## src/design/hssp_pkg.sv

```systemverilog
// ----------------------------------------------------------------------------
// Half-step stepper positioner package
// Shared types, command codes and the coil phase table.
// ----------------------------------------------------------------------------
package hssp_pkg;

    localparam int POSITION_BITS = 16;
    localparam int STEPS_BITS    = 8;
    localparam int COIL_BITS     = 6;

    localparam logic [POSITION_BITS-1:0] COUNT_RESET = POSITION_BITS'(400);

    localparam logic [1:0] MODE_HOMING   = 2'd0;
    localparam logic [1:0] MODE_SHORTEST = 2'd1;
    localparam logic [1:0] MODE_SLICE    = 2'd2;
    localparam logic [1:0] MODE_RELATIVE = 2'd3;

    localparam logic OP_TICK  = 1'b0;
    localparam logic OP_START = 1'b1;

    localparam logic DIR_CW  = 1'b0;
    localparam logic DIR_CCW = 1'b1;

    localparam logic [COIL_BITS-1:0] PHASE_TABLE [8] = '{
        6'h18, 6'h08, 6'h28, 6'h20, 6'h24, 6'h04, 6'h14, 6'h10
    };

    typedef struct packed {
        logic                     opcode;
        logic [1:0]               mode;
        logic                     direction;
        logic [POSITION_BITS-1:0] target_or_count;
        logic                     limit_switch;
    } item_t;

    typedef struct packed {
        logic [2:0]               phase_index;
        logic [POSITION_BITS-1:0] step_position;
        logic [1:0]               active_mode;
        logic                     move_direction;
        logic [POSITION_BITS-1:0] goal_position;
        logic [STEPS_BITS-1:0]    steps_left;
        logic                     running;
    } state_t;

    typedef struct packed {
        logic                     status;
        logic                     done_res;
        logic                     busy_res;
        logic                     stepped;
        logic [POSITION_BITS-1:0] position;
        logic [COIL_BITS-1:0]     coil_pattern;
    } result_t;

endpackage

```

## src/design/hssp_step_logic.sv

```systemverilog
// ----------------------------------------------------------------------------
// Half-step stepper positioner step logic
// Computes the next controller state and the result for one item.
// ----------------------------------------------------------------------------
module hssp_step_logic (
    input  hssp_pkg::item_t                      item,
    input  hssp_pkg::state_t                     cur,
    input  logic [hssp_pkg::POSITION_BITS-1:0]   position_count,
    output hssp_pkg::state_t                     nxt,
    output hssp_pkg::result_t                    res
);

    localparam int PW = hssp_pkg::POSITION_BITS;

    logic [PW-1:0] count_eff;
    logic [PW-1:0] half_count;
    logic [PW:0]   pos_inc;
    logic [PW-1:0] step_pos;
    logic [2:0]    step_phase;
    logic [PW-1:0] target;
    logic [PW-1:0] diff_up;
    logic [PW-1:0] diff_down;
    logic          stepped;
    logic          done;
    logic          status;

    always_comb
    begin
        count_eff  = (position_count == '0) ? PW'(1) : position_count;
        half_count = count_eff >> 1;
        pos_inc    = {1'b0, cur.step_position} + (PW+1)'(1);
        target     = item.target_or_count;
        diff_up    = target - cur.step_position;
        diff_down  = cur.step_position - target;

        if (cur.move_direction == hssp_pkg::DIR_CCW)
        begin
            step_phase = cur.phase_index - 3'd1;
            step_pos   = (cur.step_position == '0) ? (count_eff - PW'(1))
                                                   : (cur.step_position - PW'(1));
        end
        else
        begin
            step_phase = cur.phase_index + 3'd1;
            step_pos   = (pos_inc >= {1'b0, count_eff}) ? '0 : pos_inc[PW-1:0];
        end

        nxt     = cur;
        stepped = 1'b0;
        done    = 1'b0;
        status  = 1'b0;

        if (item.opcode == hssp_pkg::OP_START)
        begin
            nxt.active_mode    = item.mode;
            nxt.move_direction = item.direction;
            nxt.running        = 1'b1;
            unique case (item.mode)
                hssp_pkg::MODE_HOMING:
                begin
                    if (item.limit_switch)
                    begin
                        nxt.step_position = '0;
                        nxt.running       = 1'b0;
                        done              = 1'b1;
                    end
                end
                hssp_pkg::MODE_RELATIVE:
                begin
                    nxt.steps_left = item.target_or_count[hssp_pkg::STEPS_BITS-1:0];
                    if (nxt.steps_left == '0)
                    begin
                        nxt.running = 1'b0;
                        done        = 1'b1;
                    end
                end
                default:
                begin
                    if (target >= count_eff)
                    begin
                        nxt.running = 1'b0;
                        status      = 1'b1;
                    end
                    else
                    begin
                        nxt.goal_position = target;
                        if (target == cur.step_position)
                        begin
                            nxt.running = 1'b0;
                            done        = 1'b1;
                        end
                        else if (item.mode == hssp_pkg::MODE_SLICE)
                        begin
                            nxt.move_direction = (target > cur.step_position)
                                ? hssp_pkg::DIR_CW : hssp_pkg::DIR_CCW;
                        end
                        else if (target > cur.step_position)
                        begin
                            nxt.move_direction = (diff_up < half_count)
                                ? hssp_pkg::DIR_CW : hssp_pkg::DIR_CCW;
                        end
                        else
                        begin
                            nxt.move_direction = (diff_down < half_count)
                                ? hssp_pkg::DIR_CCW : hssp_pkg::DIR_CW;
                        end
                    end
                end
            endcase
        end
        else if (cur.running)
        begin
            if (cur.active_mode == hssp_pkg::MODE_HOMING && item.limit_switch)
            begin
                nxt.step_position = '0;
                nxt.running       = 1'b0;
                done              = 1'b1;
            end
            else
            begin
                nxt.phase_index   = step_phase;
                nxt.step_position = step_pos;
                stepped           = 1'b1;
                if (cur.active_mode == hssp_pkg::MODE_RELATIVE)
                begin
                    nxt.steps_left = cur.steps_left - 8'd1;
                    if (nxt.steps_left == '0)
                    begin
                        nxt.running = 1'b0;
                        done        = 1'b1;
                    end
                end
                else if (cur.active_mode != hssp_pkg::MODE_HOMING)
                begin
                    if (step_pos == cur.goal_position)
                    begin
                        nxt.running = 1'b0;
                        done        = 1'b1;
                    end
                end
            end
        end

        res.coil_pattern = hssp_pkg::PHASE_TABLE[nxt.phase_index];
        res.position     = nxt.step_position;
        res.stepped      = stepped;
        res.busy_res     = nxt.running;
        res.done_res     = done;
        res.status       = status;
    end

endmodule

```

## src/design/half_step_stepper_positioner.sv

```systemverilog
// ----------------------------------------------------------------------------
// Half-step stepper positioner
// Drives a half-step stepper through homing, absolute and relative moves.
// ----------------------------------------------------------------------------
// An accepted item is held in the input register; its result is written into
// the result register once the output is free to take it.
// Throughput: one item per cycle unless the output stalls; the state update
// is a combinational path: input register, step logic, state registers.
// Reset: asynchronous, active low; state is zero and idle, the position count
// returns to 400, and both the input and result registers are emptied.
module half_step_stepper_positioner (
    input  logic        clk,
    input  logic        rst_n,
    input  logic        cfg_wr_en,
    input  logic [15:0] cfg_wr_data,
    input  logic        s_axis_tvalid,
    output logic        s_axis_tready,
    input  logic [23:0] s_axis_tdata,  // mode, direction, target_or_count, limit_switch
    input  logic        s_axis_tuser,  // opcode
    output logic        m_axis_tvalid,
    input  logic        m_axis_tready,
    output logic [31:0] m_axis_tdata   // coil_pattern, position, stepped, busy_res,
                                       // done_res, status
);

    localparam int PW = hssp_pkg::POSITION_BITS;

    logic [PW-1:0]     count_reg;
    hssp_pkg::item_t   in_reg;
    logic              in_valid_reg;
    logic              in_valid_next;
    hssp_pkg::state_t  state_reg;
    hssp_pkg::state_t  state_next;
    hssp_pkg::result_t out_reg;
    hssp_pkg::result_t out_next;
    logic              out_valid_reg;
    logic              out_valid_next;
    logic              in_accept;
    logic              advance;

    assign advance       = in_valid_reg && (!out_valid_reg || m_axis_tready);
    assign s_axis_tready = !in_valid_reg || advance;
    assign in_accept     = s_axis_tvalid && s_axis_tready;

    assign in_valid_next  = in_accept ? 1'b1 : (advance ? 1'b0 : in_valid_reg);
    assign out_valid_next = advance ? 1'b1 : (m_axis_tready ? 1'b0 : out_valid_reg);

    hssp_step_logic u_step (
        .item           (in_reg),
        .cur            (state_reg),
        .position_count (count_reg),
        .nxt            (state_next),
        .res            (out_next)
    );

    always_ff @(posedge clk or negedge rst_n)
    begin
        if (!rst_n)
        begin
            count_reg     <= hssp_pkg::COUNT_RESET;
            in_valid_reg  <= 1'b0;
            out_valid_reg <= 1'b0;
            state_reg     <= '0;
        end
        else
        begin
            if (cfg_wr_en)
            begin
                count_reg <= cfg_wr_data;
            end
            in_valid_reg  <= in_valid_next;
            out_valid_reg <= out_valid_next;
            if (advance)
            begin
                state_reg <= state_next;
            end
        end
    end

    always_ff @(posedge clk)
    begin
        if (in_accept)
        begin
            in_reg.opcode          <= s_axis_tuser;
            in_reg.mode            <= s_axis_tdata[1:0];
            in_reg.direction       <= s_axis_tdata[2];
            in_reg.target_or_count <= s_axis_tdata[18:3];
            in_reg.limit_switch    <= s_axis_tdata[19];
        end
        if (advance)
        begin
            out_reg <= out_next;
        end
    end

    assign m_axis_tvalid = out_valid_reg;
    assign m_axis_tdata  = {6'd0, out_reg};

    assert property (@(posedge clk) disable iff (!rst_n)
        m_axis_tvalid |-> !(out_reg.done_res && out_reg.busy_res))
        else $error("Result shows a command both finished and busy.");

    assert property (@(posedge clk) disable iff (!rst_n)
        m_axis_tvalid && out_reg.status |-> !out_reg.busy_res && !out_reg.stepped)
        else $error("Rejected start left a command running or stepped.");

    assert property (@(posedge clk) disable iff (!rst_n)
        advance && out_next.stepped |=> state_reg.phase_index != $past(state_reg.phase_index))
        else $error("Step taken without a phase change.");

    assert property (@(posedge clk) disable iff (!rst_n)
        !m_axis_tvalid |-> s_axis_tready)
        else $error("Input stalled while the result register is empty.");

endmodule
```

## config.mk

```make
export PLATFORM = sky130hd
export DESIGN_NAME = half_step_stepper_positioner
export DESIGN_NICKNAME = d
export VERILOG_FILES = /design/src/design/hssp_pkg.sv /design/src/design/hssp_step_logic.sv /design/src/design/half_step_stepper_positioner.sv
export SDC_FILE = /design/constraint.sdc
export NUM_CORES = 1
export LEC_CHECK = 0
export BUFFER_PORTS_ARGS = -buffer_cell sky130_fd_sc_hd__buf_2
export CORE_ASPECT_RATIO = 2
export CORE_MARGIN = 2
export CORE_UTILIZATION = 53
export CTS_CLUSTER_DIAMETER = 150
export DETAILED_ROUTE_END_ITERATION = 10
export PLACE_DENSITY_LB_ADDON = 0.25
export SLEW_MARGIN = 10
export SYNTH_ARGS = -nofsm -noshare
export SYNTH_HDL_FRONTEND = slang
export SYNTH_SLANG_ARGS = --single-unit
```

## constraint.sdc

```tcl
create_clock -name clk -period 5.4 [get_ports clk]
set_clock_uncertainty 0.2 [all_clocks]
set_input_delay 0.81 -clock clk [delete_from_list [all_inputs] [get_ports clk]]
set_output_delay 0.81 -clock clk [all_outputs]
set_load 0.01 [all_outputs]
```

==> results.json <==
{
  "worst_slack_ns": 0.261,
  "hold_start": "in_valid_reg$_DFFE_PN0P_",
  "syn_inst": 1071,
  "synth-seq-cells": 110,
  "die-area_sq_um": 18600,
  "startpoint": "state_reg[28]$_DFFE_PN0P_",
  "numCtsBuffers": 9,
  "rsz0062_at_grt": "no",
  "die_x_microns": 97.5,
  "crit_top_cell": "nand2_1",
  "cts_tree": "built",
  "max_stage_delay_ns": 0.50,
  "cp-end-kind": "flip-flop",
  "ys_warn_count": 0,
  "grt_max_degree": 43,
  "clockRootBuffer": "clkbuf_16",
  "avgRoutedWirePerCell_microns": 23.9,
  "cts_max_level": 3,
  "crit_fanout": 8,
  "clk_latency_ns": 0.37,
  "io_buffers": 67,
  "ir_worst_vdd_v": 0.000275,
  "nets": 1297,
  "drive_gt1_share_pct": 15.4,
  "track_usage_pct": 35.3,
  "num_vias": 8710,
  "synth_area_sq_um": 9270,
  "seq_area_frac_synth_pct": 32.2,
  "p_leak_nw": 4.59,
  "drv_slew": 0,
  "period_minus_slack_ns": 5.14,
  "largest_reg_flops": 47,
  "num_rows": 68,
  "antenna_found_initial": 0,
  "maxCapViolCount": 0,
  "pin_count": 80,
  "drtIter0Drc": 575,
  "area_delta_synth_final_pct": 11.6,
  "critPathKind": "reg -> reg",
  "setup_violations": 0,
  "antenna_cells": 0,
  "drt_wl_total_mm": 32.6,
  "detailedPlace.worstSlack_ns": 0.178,
  "initial_core_util_pct": 53.9,
  "tightest_slew_ns": 0.996,
  "hold_path_class": "reg -> reg",
  "hold_violations": 0,
  "die_y_microns": 191,
  "fillers": 1584,
  "clk_pin_slew_ns": 0.08,
  "hpwl_mm": 25.9,
  "clockBufferDepth": 2,
  "slowest_stage": "dfrtp_2",
  "first_pass_iters": 5,
  "postRouteAntennaNets": 0,
  "path_cells": "ha_1, nand2_1, nor4_1, buf_4, nand2_1, xnor2_1, inv_1, ha_1, a211oi_1, o21ai_0, nand2b_1, nand2_1, o32ai_1, xor2_1, a211oi_1, nand4_1, or2_1, a21oi_2",
  "core_sq_um": 17200,
  "grt-ovfl-total": 0,
  "place.gp.congestion": 1.03,
  "synth_cell_types": 79,
  "synth_edf_count": 45,
  "fmax_ghz": 0.195,
  "grt_pass1_vias": 8772,
  "slew_headroom_pct": 33.4,
  "cts.sinks": 110,
  "post-route-drc-count": 0,
  "status": "finished, final reports clean",
  "grt_pass1_wl_mm": 49.6,
  "power_density_nw_per_um2": 607,
  "fin_crit_sh_pct": 95.2,
  "cp.arrival_ns": 5.16,
  "start_kind": "flip-flop",
  "worst_r2r_startpoint": "state_reg[28]$_DFFE_PN0P_",
  "vias_per_cell": 6.39,
  "worstPathRequired_ns": 5.42,
  "synthFlopType": "dfrtp_1",
  "synthArstFlopShare_pct": 59.1,
  "tns_ns": 0,
  "syn_avg_cell_area_sq_um": 8.65
}
-- layer usage --
metal | vias to the layer above | GRT usage (%) | part of all wire (%)
met5 | - | 0 | 0
met4 | 0 | 32.2 | 11
met3 | 164 | 4.50 | 4.9
met2 | 361 | 61.5 | 50
met1 | 4148 | 36.4 | 35
li1 | 4037 | - | -
-- report_power, final --
group	internal [W]	total (W)	switching, W
Sequential	0.00111	0.00138	0.000269
Clock	0.000369	0.000709	0.000341
Combinational	0.00165	0.00419	0.00254
Total	0.00312	0.00628	0.00315
-- per-stage QoR --
step / instance area, sq um / hold WS (ns) / power (W) / utilization (%) / instances
after floorplan: 9300 / 0.249 / 0.00406 / - / 1078
after global routing: 10300 / 0.323 / 0.00668 / 60.2 / 1364
after global placement: 10000 / 0.264 / 0.00539 / 58.3 / 1348
after detailed placement: 10000 / 0.279 / 0.00544 / 58.3 / 1348
after CTS: 10300 / 0.292 / 0.00617 / 60.1 / 1364
final: 10300 / 0.285 / 0.00628 / 60.2 / 1364
-- placed cells by master (no fill, tap or decap), drive strengths merged, types with 11 or more instances in the layout --
cell,instances
a211oi,12
a21o,25
a21oi,63
buf,116
dfrtp,62
edfxtp,45
ha,99
inv,95
mux2,16
nand2,96
nand2b,14
nand3,22
nand4,16
nor2,60
nor3,32
nor4,19
o21ai,96
or4,11
xnor2,48
xor2,14
-- cell usage after synthesis, drive strengths merged, types with 4 or more instances --
| cell type | n | area [sq um] |
|---|---|---|
| xor2 | 14 | 123 |
| nand3 | 22 | 110 |
| or3 | 10 | 62.6 |
| nor2 | 60 | 225 |
| a2111oi | 4 | 53.8 |
| nor3b | 5 | 37.5 |
| a41oi | 9 | 78.8 |
| a21o | 25 | 188 |
| inv | 91 | 342 |
| nand2 | 96 | 363 |
| o41ai | 4 | 35.0 |
| and2 | 6 | 37.5 |
| buf | 18 | 111 |
| o21ai | 96 | 480 |
| a21boi | 7 | 52.6 |
| xnor2 | 48 | 420 |
| o31ai | 9 | 67.6 |
| or2 | 7 | 43.8 |
| nand2b | 14 | 87.6 |
| nor3 | 32 | 160 |
| ha | 99 | 1240 |
| or4 | 11 | 93.8 |
| a211oi | 12 | 95.1 |
| mux2 | 16 | 180 |
| and3 | 10 | 62.6 |
| clkbuf | 38 | 143 |
| a32o | 4 | 40.0 |
| nand4 | 16 | 100 |
| a31oi | 7 | 43.8 |
| mux2i | 4 | 40.0 |
| edfxtp | 45 | 1350 |
| o21bai | 7 | 52.6 |
| a21oi | 63 | 319 |
| dfrtp | 62 | 1550 |
| o221ai | 4 | 35.0 |
| o211ai | 7 | 52.6 |
| a22o | 5 | 43.8 |
| nor2b | 9 | 56.3 |
| nor4 | 19 | 125 |
| o21a | 5 | 37.5 |
-- critical path, delay by kind of cell, from the launching register on --
kind,cells,cell delay (ns)
compound gates,5,1.48
xor+xnor,2,0.37
fa+ha+maj,2,0.58
buf+inv,2,0.29
flops,1,0.50
simple gates,7,1.55
-- kinds of logic (layout without fill, tap and decap cells) --
| kind of cell | count (synthesis) | after routing | synth area share, % |
|---|---|---|---|
| other | 1 | 8 | 0.0405 |
| AND/OR/NAND/NOR | 329 | 329 | 18.0 |
| flip-flops | 110 | 110 | 32.2 |
| AO/OA/AOI/OAI | 300 | 300 | 21.1 |
| XOR/XNOR | 62 | 62 | 5.86 |
| adder cells (fa/ha/maj) | 102 | 102 | 14.0 |
| buffers and inverters | 147 | 223 | 6.43 |
| multiplexers | 20 | 20 | 2.38 |
-- timing repair --
action                                  CTS  global route
resized for setup                         0             7
hold buffers                              0             0
endpoints found under the setup margin    0             3
buffers inserted                          0             0
-- layout make-up --
class	instances	area [sq um]	share of cell area (%)
Tap cell	210	263	2.54
Timing Repair Buffer	116	703	6.80
Clock buffer	10	229	2.21
Inverter	91	342	3.30
Multi-Input combinational cell	821	5750	55.6
Sequential cell	110	2990	28.9
Clock inverter	6	73.8	0.714
-- worst paths after layout --
kind,endpoint,depth (start not counted),slack [ns]
min in group asynchronous,count_reg[11]$_DFFE_PN0P_,1,0.33
max in group asynchronous,state_reg[36]$_DFFE_PN0P_,2,3.60
max reg2reg,m_axis_tdata[24]$_DFFE_PP_,18,0.26
max,m_axis_tdata[24]$_DFFE_PP_,18,0.26
min,m_axis_tvalid$_DFFE_PN0P_,1,0.28
min reg2reg,m_axis_tvalid$_DFFE_PN0P_,1,0.28
(Power assumes the default switching activity.)
